**src/hw/rtl/gauss_seidel_linear_solver_unit_assert.svh**
```systemverilog
// assertion macros shared by the solver rtl
`ifndef GAUSS_SEIDEL_LINEAR_SOLVER_UNIT_ASSERT_SVH
`define GAUSS_SEIDEL_LINEAR_SOLVER_UNIT_ASSERT_SVH

// same-cycle implication, checked out of reset
`define GSL_ASSERT_NOW(lbl, ante, cons) \
  lbl: assert property (@(posedge clk) disable iff (rst) (ante) |-> (cons)) \
    else $error("assertion failed: lbl");

// next-cycle implication, checked out of reset
`define GSL_ASSERT_NEXT(lbl, ante, cons) \
  lbl: assert property (@(posedge clk) disable iff (rst) (ante) |=> (cons)) \
    else $error("assertion failed: lbl");

`endif

```
**src/hw/rtl/gsl_pkg.sv**
```systemverilog
`default_nettype none

package gsl_pkg;

  // input op codes
  localparam logic [1:0] OP_COEF  = 2'd0;
  localparam logic [1:0] OP_RHS   = 2'd1;
  localparam logic [1:0] OP_SOLVE = 2'd2;

  // result status codes
  localparam logic [1:0] ST_CONV   = 2'd0;
  localparam logic [1:0] ST_NOTDOM = 2'd1;
  localparam logic [1:0] ST_LIMIT  = 2'd2;

  // configuration register indexes
  localparam logic [1:0] CFG_SIZE  = 2'd0;
  localparam logic [1:0] CFG_TOL   = 2'd1;
  localparam logic [1:0] CFG_LIMIT = 2'd2;

  // controls broadcast from the sequencer to every row cell
  typedef struct packed {
    logic        load_coef;
    logic        load_rhs;
    logic        dom_clear;
    logic        dom_step;
    logic        mac_clear;
    logic        mac_step;
    logic        res_store;
    logic        x_write;
    logic [31:0] data;
  } cell_ctl_t;

  // word handed from one cell to the next: dominance flag and running max |r|
  typedef struct packed {
    logic        ok;
    logic [31:0] mag;
  } chain_t;

endpackage

`default_nettype wire

```
**src/hw/rtl/gsl_divider.sv**
```systemverilog
`default_nettype none

module gsl_divider #(
  parameter int FRAC_BITS = 16,
  localparam int NB       = 33 + FRAC_BITS,
  localparam int NCW      = $clog2(NB + 1)
) (
  input  wire                         clk,
  input  wire                         rst,
  input  wire                         start,
  input  wire  signed [31+FRAC_BITS:0] num,
  input  wire  signed [31:0]          den,
  output logic                        done,
  output logic signed [31:0]          quo
);
  import gsl_pkg::*;

  logic [NB-1:0]  qr;
  logic [31:0]    rem;
  logic [31:0]    dv;
  logic           neg;
  logic           busy;
  logic [NCW-1:0] cnt;

  logic [31+FRAC_BITS:0] n_mag;
  logic [31:0]           d_mag;
  logic [32:0]           rem_sh;
  logic [32:0]           rem_sub;
  logic                  fits;

  always_comb begin
    n_mag   = num[31+FRAC_BITS] ? (32+FRAC_BITS)'(-num) : (32+FRAC_BITS)'(num);
    d_mag   = den[31] ? 32'(-den) : 32'(den);
    rem_sh  = {rem, qr[NB-1]};
    fits    = rem_sh >= {1'b0, dv};
    rem_sub = rem_sh - {1'b0, dv};
  end

  // restoring division, one quotient bit a cycle
  always_ff @(posedge clk) begin
    if (rst) begin
      busy <= 1'b0;
      done <= 1'b0;
    end else begin
      done <= 1'b0;
      if (start) begin
        busy <= 1'b1;
        cnt  <= '0;
        rem  <= '0;
        dv   <= d_mag;
        neg  <= num[31+FRAC_BITS] ^ den[31];
        // bias by half the divisor for round to nearest
        qr   <= NB'(n_mag) + NB'(d_mag >> 1);
      end else if (busy) begin
        rem <= fits ? rem_sub[31:0] : rem_sh[31:0];
        qr  <= {qr[NB-2:0], fits};
        cnt <= cnt + 1'b1;
        if (cnt == NCW'(NB - 1)) begin
          busy <= 1'b0;
          done <= 1'b1;
        end
      end
    end
  end

  // signed, saturated quotient
  always_comb begin
    if (neg) begin
      quo = (qr[NB-1:31] != '0) ? 32'sh80000000 : -$signed(qr[31:0]);
    end else begin
      quo = (qr[NB-1:31] != '0) ? 32'sh7fffffff : $signed(qr[31:0]);
    end
  end

endmodule

`default_nettype wire

```
**config.mk**
```make
export PLATFORM = sky130hd
export DESIGN_NAME = gsl_divider
export DESIGN_NICKNAME = d
export VERILOG_FILES = /design/src/hw/rtl/gauss_seidel_linear_solver_unit_assert.svh /design/src/hw/rtl/gsl_pkg.sv /design/src/hw/rtl/gsl_divider.sv
export SDC_FILE = /design/constraint.sdc
export NUM_CORES = 1
export LEC_CHECK = 0
export ABC_AREA = 1
export BUFFER_PORTS_ARGS = -buffer_cell sky130_fd_sc_hd__buf_2
export CORE_MARGIN = 2
export CORE_UTILIZATION = 55
export DETAILED_ROUTE_END_ITERATION = 8
export PLACE_DENSITY_LB_ADDON = 0.15
export SYNTH_ARGS = -nofsm -noshare
export SYNTH_HDL_FRONTEND = slang
export SYNTH_SLANG_ARGS = --single-unit
```
**constraint.sdc**
```tcl
create_clock -name clk -period 8.2 [get_ports clk]
set_input_delay 1.64 -clock clk [delete_from_list [all_inputs] [get_ports clk]]
set_output_delay 1.64 -clock clk [all_outputs]
set_load 0.1 [all_outputs]
```
==> summary.txt <==
Outcome
  – Status: complete, no violations

CTS
  – CTS HTree Levels: 4
  – Worst-Skew Late Latency: 0.42 ns
  – Post-cts sizing count: 0
  – Reg clk slew, reported paths: roughly 0.06 ns
  – Root Driver: clkbuf_16
  – Hold_buf cts: 0
  – Postcts setup bufs: 0
  – Cts bufs inserted: 17
  – Clock Path Buffers: 2
  – CTS tree: yes
  – Clock sinks: between 100 and 150

Detailed routing
  – Total Wirelength: around 40,000 um
  – Initial DRC Count: around 1,200
  – Total number of vias: 13,200
  – Pre-antenna DRT Iters: 6
  – Met2 wire length: 16,200 um
  – DRC Markers: 0
  – Wl on met1: 19,000 um
  – WL met3: 3160 um
  – DR vias/cell: approximately 5.5
  – Post-DR wirelength/cell: around 16 um
  – Antenna-violating nets left: 0
  – Top layer in use: met4

Hold path
  – Hold Crit Class: register to register
  – Min-delay src: busy

Critical path
  – Crit-path max FO: 31
  – Reg2Reg Launch Point: dv[2]
  – Slowest CP cell: nand2_1
  – Crit end category: primary output
  – WS Path Type: register to primary output
  – Crit path DAT: between 3 and 4 ns
  – Critical Path, Cell by Cell: nor2_1 > nand3_1 > nor4_1 > nand2_1 > o21ai_2 > o21ai_1 > a21oi_1 > o21ai_0 > a21oi_1 > o21ai_1 > xor2_1 > buf_2
  – Crit path from: qr[32]
  – Startpoint types: register
  – WP data required: 6.56 ns
  – CP peak stage delay: approximately 0.63 ns

STA
  – Max Slew Vio Count: 0
  – RSZ-0062 raised after global routing: false
  – Setup_tns: 0 ns
  – Fin worst setup slack: 2.70 ns
  – Fin crit share: around two thirds
  – Final min period: 5.50 ns
  – Max Clk Rate: 0.182 GHz
  – Slew @ Worst Pin: 1.05 ns
  – Clock skew: about 0.012 ns
  – Hold Violations, Final: 0
  – Slew HR: ~30%
  – Final setup fails: 0

Die
  – Initial Util: 56.3%
  – I/O pin count: 116
  – Chip Height: 159 um
  – Die X: 159 um
  – Rows: 56
  – Core area: 0.0235 mm2
  – Die area: 0.0254 mm2

Power and ir drop
  – VDD IR max: 0.000135 V
  – Internal cell power: 1470 uW
  – Seq pwr share: 32.3%
  – P_sw: 1040 uW
  – Leakage: 0.00688 uW
  – Power Total: roughly 2500 uW
  – Power Density: 171 mW/mm2
  – Combinational share of power: 38.6%
  – Clk pwr share: between 20% and 30%
  – Switching Share: 41.4%

Yosys
  – Yosys reg bits: 122
  – Syn_area_per_cell: 6.71 um2
  – Main synth FF type: edfxtp_1
  – Cell count after synthesis: 1,976
  – Sequential-to-total area share from yosys stat: between 20% and 30%
  – Ys Warns: 0
  – Yosys cell types: between 50 and 60
  – Mapped cell area: 0.0133 mm2
  – Number of synthesized flops with an enable pin: 120
  – Syn Nets: approximately 2,100
  – Fraction of registers with async set/reset: 0%

GRT
  – Total gr overflow: 0
  – Initial antenna violation count: 0
  – Vias in the first global route: 11,900
  – First-pass GRT wire length: 62,600 um
  – Total GRT Usage: between 30% and 40%
  – Largest net degree at the start of global routing: 102

Layout
  – Post-Layout Cell Count: approximately 2,400
  – Area growth syn-to-layout: 10.7%
  – Utilization after layout: 62.3%
  – Layout Nets: 2,224
  – Share of cells above drive strength 1: 15.2%
  – Ant diodes: 0

Placement
  – Routability Congestion: slightly below 1
  – Placed Cells: approximately 2,400
  – Post-Place Worst Slack: approximately 2.7 ns
  – # port buffers: 115
  – Post-DP HPWL: ~32,000 um

Run
  – Max-cap viol count: 0
## sequential cells by signal, summed over array words and instances, names as in the netlist
signal,cells
busy,1
rem,32
done,1
cnt,6
dv,32
neg,1
qr,49
## cell families after synthesis
family,synth area share [%]
buffers and inverters,8.13
AOI/OAI and AO/OA,12.1
and+or+nand+nor,37.8
DFF,27.5
adders and majority gates,6.53
xor gates and xnor gates,8.03
## cell usage after synthesis, types with 3 or more instances
| master | instances | area [um2] |
|---|---|---|
| o21ai_0 | 108 | 541 |
| nand2_1 | 540 | 2030 |
| a31oi_1 | 10 | 62.6 |
| buf_4 | 4 | 30.0 |
| clkbuf_1 | 20 | 75.1 |
| xor2_1 | 69 | 604 |
| a211oi_1 | 4 | 30.0 |
| xnor2_1 | 47 | 412 |
| ha_1 | 66 | 826 |
| nand3_2 | 14 | 140 |
| a21oi_1 | 116 | 581 |
| nor2_4 | 12 | 135 |
| nand3_1 | 111 | 556 |
| inv_2 | 20 | 75.1 |
| nor2_1 | 229 | 860 |
| nand4_1 | 26 | 163 |
| o21ai_1 | 13 | 65.1 |
| nor3b_1 | 5 | 37.5 |
| nor3_1 | 20 | 100 |
| nor4_1 | 10 | 62.6 |
| nand2_2 | 61 | 382 |
| or2_2 | 4 | 25.0 |
| nand3b_1 | 21 | 158 |
| o211ai_1 | 4 | 30.0 |
| buf_2 | 12 | 60.1 |
| a311oi_1 | 3 | 26.3 |
| nor2_2 | 34 | 213 |
| buf_1 | 4 | 15.0 |
| edfxtp_1 | 120 | 3600 |
| inv_1 | 218 | 818 |
| o21a_1 | 7 | 52.6 |
| nand2_4 | 5 | 56.3 |
| or2_1 | 4 | 25.0 |
## metrics by stage
step / hold slack (ns) / cell area, um2
final: 0.511 / 14700
after global routing: 0.529 / 14700
after CTS: 0.508 / 14700
after detailed placement: 0.497 / 14100
after global placement: 0.490 / 14100
after floorplan: 0.421 / 13300
## worst max-delay path: cells and delay by family, from the launching register on
family,cells,cell delay [ns]
compound gates,6,1.33
xor+xnor,1,0.14
buf+inv,1,0.44
flops,1,0.41
simple gates,4,1.12
## cell type report
type / count / area, um2
clock buffer: 17 / 425
clock inverter: 15 / 153
fill: 2302 / 8870
inverter: 239 / 897
multi-input combinational: 1575 / 8560
sequential: 122 / 3640
tap: 319 / 399
timing repair buffer: 118 / 598
## final timing paths
kind                                 to  slack (ns)  depth (start not counted)
worst max register to register  rem[29]        4.61                         16
worst max-delay path            quo[28]        2.70                         12
worst min register to register     done        0.51                          2
worst min-delay path               done        0.51                          2
## power by group through the flow
| stage | clock network [uW] | logic (uW) | registers, uW |
|---|---|---|---|
| after floorplan | 0 | 712 | 807 |
| after global placement | 0 | 930 | 820 |
| after detailed placement | 0 | 944 | 821 |
| after CTS | 735 | 951 | 809 |
| after global routing | 759 | 1060 | 816 |
| final | 728 | 967 | 810 |
## layer usage
| metal | vias up | track usage (%) |
|---|---|---|
| met5 | - | 0.947 |
| met4 | 0 | 10.3 |
| met1 | 5948 | 47.2 |
| met3 | 66 | 4.09 |
| li1 | 6681 | - |
| met2 | 521 | 45.1 |
## layout by cell type (no fill, tap or decap), drive strengths merged, types with 26 or more instances in the layout
| master | synthesis | layout |
|---|---|---|
| a21oi | 119 | 119 |
| buf | 20 | 118 |
| edfxtp | 120 | 120 |
| ha | 66 | 66 |
| inv | 238 | 248 |
| nand2 | 606 | 606 |
| nand3 | 126 | 126 |
| nand4 | 26 | 26 |
| nor2 | 277 | 277 |
| o21ai | 125 | 125 |
| xnor2 | 48 | 48 |
| xor2 | 71 | 71 |
No activity file was read; power rests on OpenSTA's default activity.
