===== src/hw/rtl/gauss_seidel_linear_solver_unit_assert.svh =====
// assertion macros shared by the solver rtl
`ifndef GAUSS_SEIDEL_LINEAR_SOLVER_UNIT_ASSERT_SVH
`define GAUSS_SEIDEL_LINEAR_SOLVER_UNIT_ASSERT_SVH

// same-cycle implication, checked out of reset
`define GSL_ASSERT_NOW(lbl, ante, cons) \
  lbl: assert property (@(posedge clk) disable iff (rst) (ante) |-> (cons)) \
    else $error("assertion failed: lbl");

// next-cycle implication, checked out of reset
`define GSL_ASSERT_NEXT(lbl, ante, cons) \
  lbl: assert property (@(posedge clk) disable iff (rst) (ante) |=> (cons)) \
    else $error("assertion failed: lbl");

`endif


===== src/hw/rtl/gsl_pkg.sv =====
`default_nettype none

package gsl_pkg;

  // input op codes
  localparam logic [1:0] OP_COEF  = 2'd0;
  localparam logic [1:0] OP_RHS   = 2'd1;
  localparam logic [1:0] OP_SOLVE = 2'd2;

  // result status codes
  localparam logic [1:0] ST_CONV   = 2'd0;
  localparam logic [1:0] ST_NOTDOM = 2'd1;
  localparam logic [1:0] ST_LIMIT  = 2'd2;

  // configuration register indexes
  localparam logic [1:0] CFG_SIZE  = 2'd0;
  localparam logic [1:0] CFG_TOL   = 2'd1;
  localparam logic [1:0] CFG_LIMIT = 2'd2;

  // controls broadcast from the sequencer to every row cell
  typedef struct packed {
    logic        load_coef;
    logic        load_rhs;
    logic        dom_clear;
    logic        dom_step;
    logic        mac_clear;
    logic        mac_step;
    logic        res_store;
    logic        x_write;
    logic [31:0] data;
  } cell_ctl_t;

  // word handed from one cell to the next: dominance flag and running max |r|
  typedef struct packed {
    logic        ok;
    logic [31:0] mag;
  } chain_t;

endpackage

`default_nettype wire


===== src/hw/rtl/gsl_cell.sv =====
`default_nettype none

module gsl_cell #(
  parameter int IDX          = 0,
  parameter int MAX_UNKNOWNS = 8,
  parameter int FRAC_BITS    = 16,
  localparam int CW          = $clog2(MAX_UNKNOWNS)
) (
  input  wire                      clk,
  input  wire                      rst,
  input  gsl_pkg::cell_ctl_t       ctl,
  input  wire                      sel,
  input  wire                      active,
  input  wire  [CW-1:0]            col,
  input  wire  signed [31:0]       x_in,
  input  gsl_pkg::chain_t          chain_in,
  output gsl_pkg::chain_t          chain_out,
  output logic signed [31:0]       diag,
  output logic signed [31:0]       rhs,
  output logic signed [31:0]       est,
  output logic signed [31:0]       resid
);
  import gsl_pkg::*;

  localparam int ACC_W = 68 - FRAC_BITS;
  localparam int OFW   = 33 + CW;
  localparam logic [63:0] HALF = 64'd1 << (FRAC_BITS - 1);

  logic signed [31:0]      coef [MAX_UNKNOWNS];
  logic [OFW-1:0]          off;
  logic signed [63:0]      prod;
  logic                    prod_v;
  logic signed [ACC_W-1:0] acc;

  logic signed [31:0] cur;
  logic [31:0]        cur_mag, diag_mag, r_mag;
  logic [63:0]        p_mag, p_rnd;
  logic signed [ACC_W-1:0] p_term;
  logic               own_ok;
  logic signed [31:0] acc_sat;

  assign diag = coef[IDX];
  assign cur  = coef[col];

  // magnitudes
  always_comb begin
    cur_mag  = cur[31] ? 32'(-cur) : 32'(cur);
    diag_mag = diag[31] ? 32'(-diag) : 32'(diag);
    r_mag    = resid[31] ? 32'(-resid) : 32'(resid);
    own_ok   = (diag_mag != 32'd0) && (off < OFW'(diag_mag));
  end

  // product rounded to nearest, ties away from zero
  always_comb begin
    p_mag  = prod[63] ? 64'(-prod) : 64'(prod);
    p_rnd  = (p_mag + HALF) >> FRAC_BITS;
    p_term = prod[63] ? -$signed(ACC_W'(p_rnd)) : $signed(ACC_W'(p_rnd));
  end

  // saturate the accumulated residual to 32 bits
  always_comb begin
    if (acc > ACC_W'(64'sh7fffffff)) begin
      acc_sat = 32'sh7fffffff;
    end else if (acc < -$signed(ACC_W'(64'h80000000))) begin
      acc_sat = 32'sh80000000;
    end else begin
      acc_sat = acc[31:0];
    end
  end

  // row storage and estimate
  always_ff @(posedge clk) begin
    if (ctl.load_coef && sel) begin
      coef[col] <= ctl.data;
    end
    if (ctl.load_rhs && sel) begin
      rhs <= ctl.data;
    end
    if (ctl.x_write && sel) begin
      est <= ctl.data;
    end
    if (ctl.res_store) begin
      resid <= acc_sat;
    end
  end

  // off-diagonal magnitude sum, one column a cycle
  always_ff @(posedge clk) begin
    if (ctl.dom_clear) begin
      off <= '0;
    end else if (ctl.dom_step && (int'(col) != IDX)) begin
      off <= off + OFW'(cur_mag);
    end
  end

  // multiply-accumulate, one column a cycle, product registered
  always_ff @(posedge clk) begin
    prod <= cur * x_in;
    if (rst) begin
      prod_v <= 1'b0;
    end else begin
      prod_v <= ctl.mac_step;
    end
    if (ctl.mac_clear) begin
      acc <= -$signed(ACC_W'(rhs));
    end else if (prod_v) begin
      acc <= acc + p_term;
    end
  end

  // hand dominance flag and running max to the neighbor
  always_ff @(posedge clk) begin
    if (rst) begin
      chain_out.ok  <= 1'b1;
      chain_out.mag <= '0;
    end else begin
      chain_out.ok  <= chain_in.ok && (own_ok || !active);
      chain_out.mag <= (active && (r_mag > chain_in.mag)) ? r_mag : chain_in.mag;
    end
  end

endmodule

`default_nettype wire


===== config.mk =====
export PLATFORM = sky130hd
export DESIGN_NAME = gsl_cell
export DESIGN_NICKNAME = d
export VERILOG_FILES = /design/src/hw/rtl/gauss_seidel_linear_solver_unit_assert.svh /design/src/hw/rtl/gsl_pkg.sv /design/src/hw/rtl/gsl_cell.sv
export SDC_FILE = /design/constraint.sdc
export NUM_CORES = 2
export LEC_CHECK = 0
export ABC_AREA = 0
export BUFFER_PORTS_ARGS = -buffer_cell sky130_fd_sc_hd__buf_2
export CORE_ASPECT_RATIO = 1.25
export CORE_UTILIZATION = 30
export CTS_CLUSTER_SIZE = 12
export DETAILED_ROUTE_END_ITERATION = 10
export PLACE_DENSITY = 0.51
export REMOVE_ABC_BUFFERS = 1
export SLEW_MARGIN = 5
export SYNTH_ARGS = -nofsm -noshare
export SYNTH_HDL_FRONTEND = slang
export SYNTH_SLANG_ARGS = --single-unit

===== constraint.sdc =====
create_clock -name clk -period 32.3 [get_ports clk]
set_input_delay 4.845 -clock clk [delete_from_list [all_inputs] [get_ports clk]]
set_output_delay 4.845 -clock clk [all_outputs]
set_load 0.01 [all_outputs]

==> flow_metrics.env <==
export IMPL_grtUsageTotal_pct=18.6
export IMPL_wl_met3_um=12100
export IMPL_hold_violations=0
export IMPL_place_gp_congestion=0.859
export IMPL_drtPass1Iterations=7
export IMPL_clock_fmax_mhz=63.6
export IMPL_hold_path_class="flop to flop"
export IMPL_cts_buffers_inserted=68
export IMPL_skew_ns=0.0765
export IMPL_ys_flop_type="edfxtp_1"
export IMPL_antenna_found_initial=15
export IMPL_grt_first_pass_wirelength_um=320000
export IMPL_detail_route_antenna_nets=0
export IMPL_setup_viol=0
export IMPL_critPathArrivalTime_ns=16.31
export IMPL_dpl_hpwl_um=160000
export IMPL_cp_required_ns=32.87
export IMPL_holdWs_ns=0.492
export IMPL_vias=49600
export IMPL_fp_dieArea_um2=225000
export IMPL_viasPerCell=4.96
export IMPL_fin_crit_ns=15.73
export IMPL_slowest_stage="o311ai_0"
export IMPL_seq_area_frac_synth_pct=22.1
export IMPL_routed_wl_um=209000
export IMPL_design_core_area_um2=222000
export IMPL_cts_path_max_buffers=3
export IMPL_cts_root_buf="clkbuf_16"
export IMPL_syn_to_final_growth_pct=10.2
export IMPL_crit_buf_inv=10
export IMPL_finalInstanceArea_um2=73900
export IMPL_worst_pin_slew_ns=1.20
export IMPL_final_fill_count=22800
export IMPL_start_util_pct=30.2
export IMPL_drc=0
export IMPL_crit_family="adder cells"
export IMPL_ctsResizeCount=0
export IMPL_syn_inst=6938
export IMPL_layout_drive_gt1_share_pct=7.87
export IMPL_post_cts_buffers=0
export IMPL_cts_htree_levels=3
export IMPL_fin_setup_tns_ns=0
export IMPL_synth_seq_cells=538
export IMPL_met1_length_um=88900
export IMPL_relSlewSlack_pct=18.1
export IMPL_post_route_period_util_pct=48.7
export IMPL_top_layer="met4"
export IMPL_clkSinkCount=538
export IMPL_placed_cell_area_um2=71500
export IMPL_status="completed"
export IMPL_ios=273
export IMPL_wl_per_cell_um=20.8
export IMPL_hold_buffers=0
export IMPL_syn_area_um2=67000
export IMPL_grt_overflow=0
export IMPL_synth_edf_count=404
export IMPL_cts_tree="yes"
export IMPL_crit_fanout=33
export IMPL_rows=193
export IMPL_die_w_um=425
export IMPL_cp_start_kind="input port"
export IMPL_nNetsFinal=8561
export IMPL_die_h_um=531
export IMPL_grt_max_degree=76
export IMPL_yosysWarnings=0
export IMPL_maxSlewViolCount=0
export IMPL_clk_latency_ns=0.71
export IMPL_critPathKind="input port to flop"
export IMPL_cap_violations=0
export IMPL_slowest_delay_ns=0.87
export IMPL_end_kind="flop"
export IMPL_rsz0062_at_grt="no"
export IMPL_avgSynthCellArea_um2=9.66
export IMPL_port_buffers=272
export IMPL_clkTransAtPathRegs_ns=0.06
export IMPL_first_global_vias=52800
export IMPL_synth_cell_type_count=97
export IMPL_crit_top_cell="fa_1"
export IMPL_dr_wl_met2_um=102000
export IMPL_dr_first_iter_drc_count=3035
export IMPL_ys_async_sr_fraction_pct=0
## path summary, 6_finish.rpt
| check | end | cells after the start | slack, ns | from |
|---|---|---|---|---|
| setup / recovery | prod[62]$_DFF_P_ | 36 | 16.57 | col[0] |
| hold / removal | off[20]$_SDFFE_PP0P_ | 2 | 0.49 | off[20]$_SDFFE_PP0P_ |
| setup reg to reg | prod[62]$_DFF_P_ | 30 | 21.18 | coef[0][9]$_DFFE_PP_ |
| hold reg to reg | off[20]$_SDFFE_PP0P_ | 2 | 0.49 | off[20]$_SDFFE_PP0P_ |
## flip-flops by register name (all words and copies together) (netlist names)
| name | flops |
|---|---|
| prod_v | 1 |
| chain_out | 33 |
| rhs | 32 |
| resid | 32 |
| coef | 256 |
| prod | 64 |
| off | 36 |
| acc | 52 |
| est | 32 |
## stage by stage
stage	setup WS (ns)	instances	util [%]
after CTS	16.60	10000	33.3
after floorplan	17.05	6598	-
after global routing	15.84	10000	33.3
final	16.57	10000	33.3
after global placement	16.02	9882	32.2
after detailed placement	15.88	9882	32.2
## synthesized netlist by cell type, types with 37 or more instances
cell | instances | area (µm²)
a211oi_1 | 53 | 398
a21o_1 | 86 | 646
a21oi_1 | 207 | 1040
a22oi_1 | 105 | 788
and2_1 | 531 | 3320
and3_1 | 49 | 307
clkbuf_1 | 312 | 1170
dfxtp_1 | 134 | 2680
edfxtp_1 | 404 | 12100
fa_1 | 1084 | 21700
ha_1 | 337 | 4220
inv_1 | 1174 | 4410
nand2_1 | 802 | 3010
nand2b_1 | 44 | 275
nand3_1 | 83 | 415
nand4_1 | 76 | 475
nor2_1 | 242 | 908
nor3_1 | 74 | 370
nor4_1 | 37 | 231
o21ai_0 | 187 | 936
o31ai_1 | 52 | 390
or3_1 | 39 | 244
xnor2_1 | 228 | 2000
xor2_1 | 131 | 1150
## worst register-to-register path: cells and delay by family (launching register included)
kind | cells | cell delay (ns)
flip-flops | 1 | 0.59
multiplexers | 1 | 0.51
AO/OA/AOI/OAI | 9 | 3.48
adder cells (fa/ha/maj) | 9 | 4.39
AND/OR/NAND/NOR | 6 | 1.57
buffers and inverters | 5 | 0.49
## cell usage in the layout, fill, tap and decap left out, types with 26 or more instances in the layout
cell type / synthesis / final
nor2b_1: 34 / 33
nor2_1: 242 / 241
or3_1: 39 / 39
o21ai_0: 187 / 187
a21o_1: 86 / 86
nand2_1: 802 / 802
a211oi_1: 53 / 53
buf_4: 0 / 87
and2_1: 531 / 529
xnor2_1: 228 / 228
clkbuf_16: 0 / 70
nand2b_1: 44 / 44
o21a_1: 27 / 27
a21oi_1: 207 / 207
nand4_1: 76 / 76
nand3_1: 83 / 83
a31oi_1: 29 / 29
fa_1: 1084 / 1083
a22oi_1: 105 / 105
inv_1: 1174 / 1174
and3_1: 49 / 49
nor3_1: 74 / 71
edfxtp_1: 404 / 404
buf_2: 10 / 272
nor4_1: 37 / 37
dfxtp_1: 134 / 133
or2_2: 26 / 26
ha_1: 337 / 337
o31ai_1: 52 / 51
xor2_1: 131 / 131
## cell type report
class | instances | area, µm² | area share (%)
Multi-Input combinational cell | 4885 | 46600 | 63.1
Antenna cell | 4 | 10.0 | 0.0136
Inverter | 1175 | 4410 | 5.97
Sequential cell | 538 | 14800 | 20.1
Tap cell | 2925 | 3660 | 4.95
Clock buffer | 79 | 1810 | 2.44
Timing Repair Buffer | 360 | 2030 | 2.75
Clock inverter | 42 | 546 | 0.739
## cell families (layout without fill, tap and decap cells)
| logic type | Yosys count | after routing | synth area share [%] |
|---|---|---|---|
| AND/OR/NAND/NOR | 2132 | 2132 | 16.1 |
| buffers and inverters | 1515 | 1656 | 8.55 |
| other | 0 | 4 | 0 |
| adder cells (fa/ha/maj) | 1421 | 1421 | 38.7 |
| XOR/XNOR | 361 | 361 | 4.76 |
| multiplexers | 28 | 28 | 0.498 |
| flip-flops | 538 | 538 | 22.1 |
| AO/OA/AOI/OAI | 943 | 943 | 9.37 |
## per-layer routing
layer	vias to the layer above	global-route usage (%)
met3	249	2.67
li1	22500	-
met5	-	0
met4	0	4.70
met2	1416	32.7
met1	25400	23.8
Power is not shown: default switching activity piles up to over one toggle a cycle in this logic, so the estimate is an artifact.
